[src/rtl/rrs_pkg.sv]
// ----------------------------------------------------------------------------
// rrs_pkg
// Shared types and constants for the residual ratio statistics unit.
// ----------------------------------------------------------------------------
package rrs_pkg;

  // Run length limit: the lesser of the equation limit and the count field range
  localparam int unsigned MAX_EQUATIONS   = 65536;
  localparam int unsigned COUNT_FIELD_MAX = 131071;
  localparam logic [16:0] CountCap =
      17'((MAX_EQUATIONS < COUNT_FIELD_MAX) ? MAX_EQUATIONS : COUNT_FIELD_MAX);

  // Iteration counts of the serial units
  localparam logic [6:0] RatioSteps = 7'd31;
  localparam logic [6:0] MeanSteps  = 7'd64;
  localparam logic [5:0] RootSteps  = 6'd32;

  // Squares of the saturated ratios, Q32.32
  localparam logic [63:0] SqSatPos = 64'h3FFF_FFFF_0000_0001;
  localparam logic [63:0] SqSatNeg = 64'h4000_0000_0000_0000;

  typedef enum logic [3:0] {
    StIdle,
    StLoad,
    StRatio,
    StFold,
    StFinish,
    StMean,
    StRootGo,
    StRoot,
    StEmit
  } state_e;

  typedef struct packed {
    logic step;   // an iteration happens this cycle
    logic qbit;   // quotient bit produced by that iteration
    logic done;   // this is the final iteration
  } div_stat_t;

endpackage

[src/rtl/rrs_div.sv]
// ----------------------------------------------------------------------------
// rrs_div
// Radix-2 restoring divider: one quotient bit per cycle, dividend shifted in
// MSB first, quotient bits shifted into the freed low end.
// ----------------------------------------------------------------------------
module rrs_div
  import rrs_pkg::*;
(
  input  logic        clk_i,
  input  logic        rst_ni,
  input  logic        start_i,
  input  logic [30:0] rem_i,
  input  logic [63:0] dvd_i,
  input  logic [30:0] dvs_i,
  input  logic [6:0]  steps_i,
  output div_stat_t   stat_o,
  output logic [63:0] quo_o
);

  logic [30:0] rem_q;
  logic [30:0] rem_d;
  logic [63:0] dvd_q;
  logic [30:0] dvs_q;
  logic [6:0]  cnt_q;
  logic [31:0] shifted;
  logic [31:0] diff;
  logic        ge;

  assign shifted = {rem_q, dvd_q[63]};
  assign diff    = shifted - {1'b0, dvs_q};
  assign ge      = (shifted >= {1'b0, dvs_q});
  // Remainder stays below the divisor, so 31 bits hold it
  assign rem_d   = ge ? diff[30:0] : shifted[30:0];

  always_ff @(posedge clk_i or negedge rst_ni) begin
    if (!rst_ni) begin
      cnt_q <= '0;
    end else if (start_i) begin
      cnt_q <= steps_i;
    end else if (cnt_q != '0) begin
      cnt_q <= cnt_q - 7'd1;
    end
  end

  always_ff @(posedge clk_i) begin
    if (start_i) begin
      rem_q <= rem_i;
      dvd_q <= dvd_i;
      dvs_q <= dvs_i;
    end else if (cnt_q != '0) begin
      rem_q <= rem_d;
      dvd_q <= {dvd_q[62:0], ge};
    end
  end

  assign stat_o.step = (cnt_q != '0);
  assign stat_o.qbit = ge;
  assign stat_o.done = (cnt_q == 7'd1);
  assign quo_o       = dvd_q;

endmodule

[src/rtl/rrs_sqrt.sv]
// ----------------------------------------------------------------------------
// rrs_sqrt
// Digit-by-digit integer square root of a 64-bit radicand: two radicand
// bits in and one root bit out per cycle, floor result.
// ----------------------------------------------------------------------------
module rrs_sqrt
  import rrs_pkg::*;
(
  input  logic        clk_i,
  input  logic        rst_ni,
  input  logic        start_i,
  input  logic [63:0] rad_i,
  output logic        done_o,
  output logic [31:0] root_o
);

  logic [63:0] rad_q;
  logic [33:0] rem_q;
  logic [33:0] rem_d;
  logic [31:0] root_q;
  logic [5:0]  cnt_q;
  logic [35:0] shifted;
  logic [35:0] trial;
  logic [35:0] diff;
  logic        ge;

  assign shifted = {rem_q, rad_q[63:62]};
  assign trial   = {2'b00, root_q, 2'b01};
  assign diff    = shifted - trial;
  assign ge      = (shifted >= trial);
  assign rem_d   = ge ? diff[33:0] : shifted[33:0];

  always_ff @(posedge clk_i or negedge rst_ni) begin
    if (!rst_ni) begin
      cnt_q <= '0;
    end else if (start_i) begin
      cnt_q <= RootSteps;
    end else if (cnt_q != '0) begin
      cnt_q <= cnt_q - 6'd1;
    end
  end

  always_ff @(posedge clk_i) begin
    if (start_i) begin
      rad_q  <= rad_i;
      rem_q  <= '0;
      root_q <= '0;
    end else if (cnt_q != '0) begin
      rad_q  <= {rad_q[61:0], 2'b00};
      rem_q  <= rem_d;
      root_q <= {root_q[30:0], ge};
    end
  end

  assign done_o = (cnt_q == 6'd1);
  assign root_o = root_q;

endmodule

[src/rtl/residual_ratio_statistics_unit.sv]
// ----------------------------------------------------------------------------
// residual_ratio_statistics_unit
// Running min, max (with equation index), count and RMS of residual/coef_sum
// ratios over a run of equations, signed Q16.16.
// ----------------------------------------------------------------------------
// One item at a time. A counted equation passes through a load state, the
// bit-serial divider (one quotient bit per cycle) and an update state before
// the next item can transfer; a ratio that saturates skips the divider, and a
// skipped equation skips both the divider and the update. The item that ends
// a run adds the mean division (square sum by count, in the same divider),
// the bit-serial square root and further control states, or the control
// states alone when the run is empty. The result sits in an output register,
// so the next run may start while it waits to be taken.
module residual_ratio_statistics_unit
  import rrs_pkg::*;
(
  input  logic               clk_i,
  input  logic               rst_ni,
  input  logic               in_valid_i,
  output logic               in_stall_o,
  input  logic [15:0]        eq_index_i,
  input  logic signed [31:0] residual_i,
  input  logic signed [31:0] coef_sum_i,
  input  logic               selected_i,
  input  logic               last_i,
  output logic               out_valid_o,
  input  logic               out_stall_i,
  output logic [30:0]        rms_ratio_o,
  output logic signed [31:0] min_ratio_o,
  output logic signed [31:0] max_ratio_o,
  output logic [15:0]        min_at_o,
  output logic [15:0]        max_at_o,
  output logic [16:0]        active_count_o
);

  state_e state_q, state_d;

  // Latched item
  logic [15:0]        idx_q;
  logic signed [31:0] res_q;
  logic signed [31:0] den_q;
  logic               sel_q;
  logic               last_q;

  // Per-item ratio work
  logic [31:0] mag_q;
  logic        neg_q;
  logic [63:0] sq_q;

  // Run statistics
  logic [16:0]        count_q;
  logic signed [31:0] low_q;
  logic signed [31:0] high_q;
  logic [15:0]        low_idx_q;
  logic [15:0]        high_idx_q;
  logic [63:0]        ssum_q;

  logic out_valid_q;

  // Control
  logic        in_xfer;
  logic        counted;
  logic        ovf;
  logic [31:0] res_abs;
  logic        out_free;
  logic        emit_load;
  logic        div_start;
  logic        sqrt_start;

  // Serial units
  div_stat_t   div_stat;
  logic [30:0] div_rem;
  logic [63:0] div_dvd;
  logic [30:0] div_dvs;
  logic [6:0]  div_steps;
  logic [63:0] div_quo;
  logic        sqrt_done;
  logic [31:0] sqrt_root;

  // Fold and emit datapath
  logic signed [31:0] ratio;
  logic [64:0]        ssum_add;
  logic [30:0]        rms_val;

  assign in_xfer  = in_valid_i && !in_stall_o;
  assign res_abs  = res_q[31] ? 32'(-res_q) : 32'(res_q);
  assign counted  = sel_q && !den_q[31] && (den_q != '0) && (count_q < CountCap);
  // Quotient magnitude reaches 2^31 exactly when |res| >= den * 2^15
  assign ovf      = ({15'd0, res_abs} >= {1'b0, den_q[30:0], 15'd0});
  assign out_free = !out_valid_q || !out_stall_i;

  assign ratio    = neg_q ? $signed(-mag_q) : $signed(mag_q);
  assign ssum_add = {1'b0, ssum_q} + {1'b0, sq_q};
  assign rms_val  = (count_q == '0) ? 31'd0 :
                    (sqrt_root[31] ? 31'h7FFF_FFFF : sqrt_root[30:0]);

  // Next state
  always_comb begin
    state_d = state_q;
    unique case (state_q)
      StIdle:   if (in_xfer) state_d = StLoad;
      StLoad: begin
        if (counted) begin
          state_d = ovf ? StFold : StRatio;
        end else if (last_q) begin
          state_d = StFinish;
        end else begin
          state_d = StIdle;
        end
      end
      StRatio:  if (div_stat.done) state_d = StFold;
      StFold:   state_d = last_q ? StFinish : StIdle;
      StFinish: state_d = (count_q == '0) ? StEmit : StMean;
      StMean:   if (div_stat.done) state_d = StRootGo;
      StRootGo: state_d = StRoot;
      StRoot:   if (sqrt_done) state_d = StEmit;
      StEmit:   if (out_free) state_d = StIdle;
      default:  state_d = StIdle;
    endcase
  end

  // Control outputs
  always_comb begin
    in_stall_o = 1'b1;
    div_start  = 1'b0;
    sqrt_start = 1'b0;
    emit_load  = 1'b0;
    unique case (state_q)
      StIdle:   in_stall_o = 1'b0;
      StLoad:   div_start  = counted && !ovf;
      StFinish: div_start  = (count_q != '0);
      StRootGo: sqrt_start = 1'b1;
      StEmit:   emit_load  = out_free;
      default: ;
    endcase
  end

  // Divider operands: ratio magnitude, or mean of squares
  always_comb begin
    if (state_q == StFinish) begin
      div_rem   = '0;
      div_dvd   = ssum_q;
      div_dvs   = {14'd0, count_q};
      div_steps = MeanSteps;
    end else begin
      div_rem   = {14'd0, res_abs[31:15]};
      div_dvd   = {res_abs[14:0], 16'd0, 33'd0};
      div_dvs   = den_q[30:0];
      div_steps = RatioSteps;
    end
  end

  rrs_div u_div (
    .clk_i   (clk_i),
    .rst_ni  (rst_ni),
    .start_i (div_start),
    .rem_i   (div_rem),
    .dvd_i   (div_dvd),
    .dvs_i   (div_dvs),
    .steps_i (div_steps),
    .stat_o  (div_stat),
    .quo_o   (div_quo)
  );

  rrs_sqrt u_sqrt (
    .clk_i   (clk_i),
    .rst_ni  (rst_ni),
    .start_i (sqrt_start),
    .rad_i   (div_quo),
    .done_o  (sqrt_done),
    .root_o  (sqrt_root)
  );

  always_ff @(posedge clk_i or negedge rst_ni) begin
    if (!rst_ni) begin
      state_q     <= StIdle;
      out_valid_q <= 1'b0;
    end else begin
      state_q     <= state_d;
      out_valid_q <= emit_load || (out_valid_q && out_stall_i);
    end
  end

  // Input latch and per-item ratio work
  always_ff @(posedge clk_i) begin
    if (in_xfer) begin
      idx_q  <= eq_index_i;
      res_q  <= residual_i;
      den_q  <= coef_sum_i;
      sel_q  <= selected_i;
      last_q <= last_i;
    end
    case (state_q)
      StLoad: begin
        neg_q <= res_q[31];
        if (ovf) begin
          // Clamp to the signed 32-bit range
          mag_q <= res_q[31] ? 32'h8000_0000 : 32'h7FFF_FFFF;
          sq_q  <= res_q[31] ? SqSatNeg : SqSatPos;
        end else begin
          mag_q <= '0;
          sq_q  <= '0;
        end
      end
      StRatio: begin
        if (div_stat.step) begin
          // (2q+b)^2 = 4q^2 + b(4q+1)
          mag_q <= {mag_q[30:0], div_stat.qbit};
          sq_q  <= {sq_q[61:0], 2'b00} +
                   (div_stat.qbit ? {30'd0, mag_q, 2'b01} : 64'd0);
        end
      end
      default: ;
    endcase
  end

  // Run statistics
  always_ff @(posedge clk_i or negedge rst_ni) begin
    if (!rst_ni) begin
      count_q    <= '0;
      low_q      <= '0;
      high_q     <= '0;
      low_idx_q  <= '0;
      high_idx_q <= '0;
      ssum_q     <= '0;
    end else if (state_q == StFold) begin
      if (count_q == '0) begin
        low_q      <= ratio;
        high_q     <= ratio;
        low_idx_q  <= idx_q;
        high_idx_q <= idx_q;
      end else if (ratio < low_q) begin
        low_q     <= ratio;
        low_idx_q <= idx_q;
      end else if (ratio > high_q) begin
        high_q     <= ratio;
        high_idx_q <= idx_q;
      end
      ssum_q  <= ssum_add[64] ? '1 : ssum_add[63:0];
      count_q <= count_q + 17'd1;
    end else if (emit_load) begin
      count_q    <= '0;
      low_q      <= '0;
      high_q     <= '0;
      low_idx_q  <= '0;
      high_idx_q <= '0;
      ssum_q     <= '0;
    end
  end

  // Output register
  always_ff @(posedge clk_i) begin
    if (emit_load) begin
      rms_ratio_o    <= rms_val;
      min_ratio_o    <= low_q;
      max_ratio_o    <= high_q;
      min_at_o       <= low_idx_q;
      max_at_o       <= high_idx_q;
      active_count_o <= count_q;
    end
  end

  assign out_valid_o = out_valid_q;

endmodule

[config.mk]
export PLATFORM = sky130hd
export DESIGN_NAME = residual_ratio_statistics_unit
export DESIGN_NICKNAME = d
export VERILOG_FILES = /design/src/rtl/rrs_pkg.sv /design/src/rtl/rrs_div.sv /design/src/rtl/rrs_sqrt.sv /design/src/rtl/residual_ratio_statistics_unit.sv
export SDC_FILE = /design/constraint.sdc
export NUM_CORES = 2
export LEC_CHECK = 0
export BUFFER_PORTS_ARGS = -buffer_cell sky130_fd_sc_hd__buf_2
export CAP_MARGIN = 10
export CORE_MARGIN = 1.5
export CORE_UTILIZATION = 40
export DETAILED_ROUTE_END_ITERATION = 6
export HOLD_SLACK_MARGIN = 0.05
export REMOVE_ABC_BUFFERS = 1
export SETUP_SLACK_MARGIN = 0.15
export SLEW_MARGIN = 20
export SYNTH_ARGS = -nofsm -noshare
export SYNTH_HDL_FRONTEND = slang
export SYNTH_SLANG_ARGS = --single-unit
[constraint.sdc]
create_clock -name clk_i -period 18.5 [get_ports clk_i]
set_clock_uncertainty 0.05 [all_clocks]
set_input_delay 2.775 -clock clk_i [delete_from_list [all_inputs] [get_ports clk_i]]
set_output_delay 2.775 -clock clk_i [all_outputs]
set_load 0.05 [all_outputs]
=== Word level (Yosys, flattened, before mapping) ===
Index checks and enable logic that the tools add are counted.

* Register bits: 774
* Latch bits: 0
* RAM bits: 0
* Memory bits (read-only): 0
* Bits of input ports: 86
* Output and inout bits: 146
* Logic and storage cells: 154
* Memories kept: 0

* Add/subtract/negate cells: 9
* $mul: 0
* Divide/modulo/power cells: 0
* Order comparisons: 6
* Equal/unequal tests: 19
* Shift-type cells: 0
* Muxes and demuxes: 63
* Bitwise gates (word level): 0
* Reduce and logical (&&, ||, !) cells: 26

{| class="wikitable"
|+ Operators with widths
! kind !! count
|-
| $mux 64 || 9
|-
| $mux 32 || 13
|-
| $mux 16 || 8
|-
| $pmux 64 s2 || 1
|-
| $mux 63 || 2
|-
| $mux 31 || 4
|-
| $mux 17 || 4
|-
| $mux 34 || 2
|-
| $add 64x64->65 || 1
|-
| $add 64x34->64 || 1
|-
| $neg 32->32 || 2
|-
| $pmux 32 s2 || 1
|-
| $ge 32x46->1 || 1
|-
| $ge 36x34->1 || 1
|-
| $pmux 4 s9 || 1
|-
| $sub 34x34->34 || 1
|-
| $ge 32x31->1 || 1
|-
| $gt 32x32->1 || 1
|-
| $lt 32x32->1 || 1
|-
| $reduce_bool 32->1 || 1
|-
| $sub 31x31->31 || 1
|-
| $mux 4 || 6
|-
| $mux 7 || 3
|-
| $add 17x1->17 const B || 1
|-
| 28 further kinds || 56
|}

=== Depth between registers and ports, before layout ===
* Depth after elaboration: 7
* Gate-level depth with buffers: 24

=== Cells and area by module ===
From an unflattened synthesis, not the netlist that was laid out.

* Cell total of the unflattened synthesis: 4126
* Area total of the unflattened synthesis: 43264.0 um^2

{| class="wikitable"
|+ By module, submodules not included
! module !! times used !! cells each !! area an instance (um^2)
|-
| residual_ratio_statistics_unit || 1 || 2683 || 28120.7
|-
| rrs_sqrt || 1 || 803 || 7698.6
|-
| rrs_div || 1 || 640 || 7444.6
|}

=== Worst setup path after synthesis ===
OpenSTA, ideal clock, no wires.

* Kind: reg-to-reg
* Start: register state_q[1]
* End: register mag_q[0] (enable)
* Setup time: 676 ps
* Arrival: 7867 ps
* Required time: 17774 ps
* Slack: 9906 ps
* Stages on the path, launching flop included: 7
* Clock period less this slack: 8594 ps
* Path through: dfrtp_1 -> clkbuf_1 -> nor2b_1 -> clkbuf_1 -> nand2_1 -> clkbuf_1 -> o21ai_0

* Longest elaborated chain between the ends: 3
* Elaborated cells between the ends (all ways): 5

{| class="wikitable"
|+ Ends and longest elaborated chain
! item !! line !! text
|-
| start: declaration || residual_ratio_statistics_unit.sv:36 || <nowiki>state_e state_q, state_d;</nowiki>
|-
| start signal: assignment || residual_ratio_statistics_unit.sv:176 || <nowiki>state_q <= StIdle;</nowiki>
|-
| start signal: assignment || residual_ratio_statistics_unit.sv:179 || <nowiki>state_q <= state_d;</nowiki>
|-
| $eq 4x2->1 / $eq 4x1->1 (equally long branches) || residual_ratio_statistics_unit.sv:193 || <nowiki>case (state_q)</nowiki>
|-
| $ne 2x2->1 (no line) / $reduce_bool 2->1 (equally long branches) || n/a ||
|-
| $reduce_and 2->1 (no line) (*) || n/a ||
|-
| end signal: assignment || residual_ratio_statistics_unit.sv:198 || <nowiki>mag_q <= res_q[31] ? 32'h8000_0000 : 32'h7FFF_FFFF;</nowiki>
|-
| end signal: assignment || residual_ratio_statistics_unit.sv:208 || <nowiki>mag_q <= {mag_q[30:0], div_stat.qbit};</nowiki>
|-
| end: declaration || residual_ratio_statistics_unit.sv:46 || <nowiki>logic [31:0] mag_q;</nowiki>
|}

Every way passes the cells marked *; elsewhere a longest branch is shown, timed or not.
A chain may end at the register's enable or synchronous reset.

=== Final worst setup path ===
* Start: register u_div.dvd_q[63], in the netlist u_div.quo_o[63]
* End: register sq_q[63] (data pin)

* Longest elaborated chain between the ends: 5

{| class="wikitable"
|+ Ends and longest elaborated chain
! item !! line !! text
|-
| start: declaration || rrs_div.sv:22 || <nowiki>logic [63:0] dvd_q;</nowiki>
|-
| start signal: assignment || rrs_div.sv:48 || <nowiki>dvd_q <= dvd_i;</nowiki>
|-
| start signal: assignment || rrs_div.sv:52 || <nowiki>dvd_q <= {dvd_q[62:0], ge};</nowiki>
|-
| $ge 32x31->1 || rrs_div.sv:31 || <nowiki>assign ge = (shifted >= {1'b0, dvs_q});</nowiki>
|-
| $mux 34 || residual_ratio_statistics_unit.sv:210 || <nowiki>(div_stat.qbit ? {30'd0, mag_q, 2'b01} : 64'd0);</nowiki>
|-
| $add 64x34->64 || residual_ratio_statistics_unit.sv:209 || <nowiki>sq_q <= {sq_q[61:0], 2'b00} +</nowiki>
|-
| $mux 64 || residual_ratio_statistics_unit.sv:206 || <nowiki>if (div_stat.step) begin</nowiki>
|-
| $pmux 64 s2 || residual_ratio_statistics_unit.sv:193 ||
|-
| end signal: assignment || residual_ratio_statistics_unit.sv:199 || <nowiki>sq_q <= res_q[31] ? SqSatNeg : SqSatPos;</nowiki>
|-
| end signal: assignment || residual_ratio_statistics_unit.sv:209 ||
|-
| end: declaration || residual_ratio_statistics_unit.sv:48 || <nowiki>logic [63:0] sq_q;</nowiki>
|}

Every way passes these cells. The select of a mux whose other input is x is not followed.

==> flow_metrics.py <==
metrics = {
    "clocking": {
        "cts_resized": 0,
        "insertion_delay_ps": 680,
        "cts_hold_buf": 0,
        "cts.sinks": 772,
        "clockBufferDepth": 3,
        "cts_tree": "yes",
        "clk_pin_slew_worst_paths_ps": 60,
        "clock-root-buffer": "clkbuf_16",
        "cts_setup_buffers": 0,
        "ctsHtreeMaxLevel": 3,
        "cts_buffers": 86,
    },
    "sta": {
        "worst_pin_slew_ps": 1100,
        "maxSlewHeadroom_pct": 26.5,
        "max_freq_ghz": 0.150,
        "setup-tns-final_ps": 0,
        "hold_violations": 0,
        "rsz0062_at_grt": "false",
        "min_period_over_period_pct": 36.0,
        "fin_crit_ps": 6670,
        "final-setup-viol-count": 0,
        "slew_violations": 0,
    },
    "hold_path": {
        "hold-path-endpoint": "u_sqrt.root_o[31]",
        "min_from": "u_sqrt.root_o[31]",
        "whs_path_depth": 2,
        "hp-class": "reg2reg",
    },
    "synth": {
        "synth_edf_count": 511,
        "synth_seq_cells": 772,
        "synth_cell_types": 88,
        "synth-async-reset-ratio_pct": 25.3,
        "yosys_most_used_dff": "edfxtp_1",
        "syn_area_um2": 42200,
        "synth_warnings": 0,
        "ys_seq_area_share_pct": 51.1,
        "avgSynthCellArea_um2": 9.89,
        "postSynthCellCount": 4266,
    },
    "detailed_routing": {
        "viasPerCell": 5.53,
        "drt-pass1-iter-count": 5,
        "drc": 0,
        "drtAntennaViolNets": 0,
        "wirelength_um": 115000,
        "vias": 32500,
        "first_iter_violations": 2421,
        "routedWlPerCell_um": 19.6,
    },
    "die": {
        "rows": 118,
        "die_h_um": 328,
        "die_area_um2": 107000,
        "start_util_pct": 40.5,
        "ioPinCount": 232,
        "core_um2": 104000,
        "die_width_um": 328,
    },
    "status": {
        "status": "complete, no violations",
    },
    "worst_setup_path": {
        "cp-start-kind": "register",
        "critPathMaxStageDelay_ps": 670,
        "cp_cell_sequence": "inv_1 > ha_1 > fa_1 > nand2b_1 > a21oi_1 > o211ai_1 > a31oi_1 > nor2_1 > nor2_2 > buf_4 > and2_1 > ha_1 > and3_1 > and3_1 > nand4b_1 > a31oi_1 > o311ai_1 > a2111oi_2 > o21ai_2 > a21oi_4 > nand3_2 > or3_1 > a21oi_1",
        "cpMaxStageDelayCell": "a2111oi_2",
        "ff2ff_path_depth": 23,
        "reg2reg_slack_ps": 11830,
        "cp_data_arrival_time_ps": 7130,
        "r2r-start": "u_div.quo_o[63]",
        "path_class": "reg2reg",
        "path_max_fanout": 37,
        "worstReg2RegEnd": "sq_q[63]",
        "worst_ep_required_time_ps": 18960,
        "worst_setup_path_end_kind": "register",
    },
    "cells_and_area": {
        "drive_above_1_share_pct": 10.8,
        "nNetsFinal": 4762,
        "area_growth_pct": 13.2,
        "final_cell_mix": "709 x nand2_1, 511 x edfxtp_1, 301 x a21oi_1",
        "diodes": 0,
        "layout_commonest_cell": "nand2_1",
    },
    "grt": {
        "grt_overflow": 0,
        "grt_max_degree": 89,
        "grt_pass1_vias": 31500,
        "grt_pass1_wl_um": 181000,
        "grt_usage_pct": 21.1,
        "grt_antenna_before_repair": 5,
    },
    "place": {
        "gp_congestion": 0.905,
        "place_hpwl_um": 80600,
        "io_buffer_count": 231,
    },
    "power": {
        "p_per_area_nw_per_um2": 207,
        "p_leak_nw": 20.5,
        "p_total_mw": 9.88,
        "vdd.ir_drop.worst_mv": 0.106,
    },
    "run": {
        "drv_cap": 0,
    },
}
[logic make-up after synthesis]
family / share of synthesized area [%]
xor+xnor: 4.82
buf+inv: 3.96
mux: 0.575
flops: 51.1
fa+ha+maj: 7.43
compound gates: 16.0
simple gates: 16.2
[synth_stat cells, drive strengths merged (33+ instances only)]
master	instances	area share, %
inv	232	2.1
a211oi	42	0.75
and3	33	0.49
a22o	65	1.3
xor2	118	2.4
nand3	170	2.0
nor2b	41	0.61
nor3	54	0.65
dfrtp	195	12
nand2b	35	0.55
a21o	108	1.9
nor2	236	2.1
o21ai	289	3.4
and2	48	0.71
nand4	60	0.89
ha	249	7.4
dfxtp	66	3.1
a21oi	304	3.6
buf	34	0.37
o31ai	35	0.65
xnor2	114	2.4
clkbuf	169	1.5
edfxtp	511	36
nand2	716	6.4
[report_power, final]
part	internal [mW]	leakage, nW	total (mW)	switching (mW)
Combinational	1.94	10.9	4.89	2.95
Sequential	2.67	8.10	3.19	0.521
Clock	1.05	1.42	1.80	0.743
[final cells by class]
type                    count  area (um^2)
fillers                  9816        56300
flip-flops and latches    772        21500
well taps                1380         1730
repair buffers            275         1500
inverters                 233          880
multi-input cells        3058        19100
clock buffers             119         2430
clock inverters            42          534
[critical path: cells and delay by family, from the launching register on]
family / cells / cell delay (ps)
flip-flops: 1 / 340
adder cells (fa/ha/maj): 3 / 760
AO/OA/AOI/OAI: 9 / 2980
buffers and inverters: 2 / 450
AND/OR/NAND/NOR: 9 / 1900
[per-stage QoR]
step | setup slack (ps) | instance area (um^2) | hold slack, ps | utilization, % | cells
finish | 11830 | 47700 | 398 | 45.9 | 5879
global route | 11350 | 47700 | 413 | 45.9 | 5879
CTS | 11780 | 47700 | 402 | 45.8 | 5877
detailed placement | 11870 | 44800 | 383 | 43.0 | 5716
global placement | 12000 | 44800 | 390 | 43.0 | 5716
floorplan | 9390 | 41400 | 375 | - | 4063
[registers in the layout, summed over array words and instances, names as in the netlist, 17 cells and up]
signal and count:
active_count_o 17, count_q 17, den_q 32, high_q 32, low_q 32, mag_q 32
max_ratio_o 32, min_ratio_o 32, res_q 32, rms_ratio_o 31, sq_q 62, ssum_q 64
u_div.dvs_q 31, u_div.quo_o 64, u_div.rem_q 31, u_sqrt.rad_q 64, u_sqrt.rem_q 34, u_sqrt.root_o 32
[how the worst max path moves through the flow]
stage | cells after the start | to | slack, ps | startpoint
after detailed placement | 22 | high_q[21] | 11870 | mag_q[0]
after global placement | 23 | sq_q[63] | 12000 | u_div.quo_o[63]
after CTS | 21 | high_q[14] | 11780 | mag_q[0]
after floorplan | 3 | mag_q[0] | 9390 | state_q[2]
final | 23 | sq_q[63] | 11830 | u_div.quo_o[63]
after global routing | 23 | sq_q[63] | 11350 | u_div.quo_o[63]
[routing by layer]
metal | global-route usage [%] | part of all wire, % | vias up
li1 | - | - | 15700
met1 | 29.7 | 47 | 15900
met2 | 34.1 | 47 | 783
met3 | 2.81 | 4.6 | 145
met4 | 6.00 | 2.2 | 0
met5 | 0 | 0 | -
No activity file was read; power rests on OpenSTA's default activity.
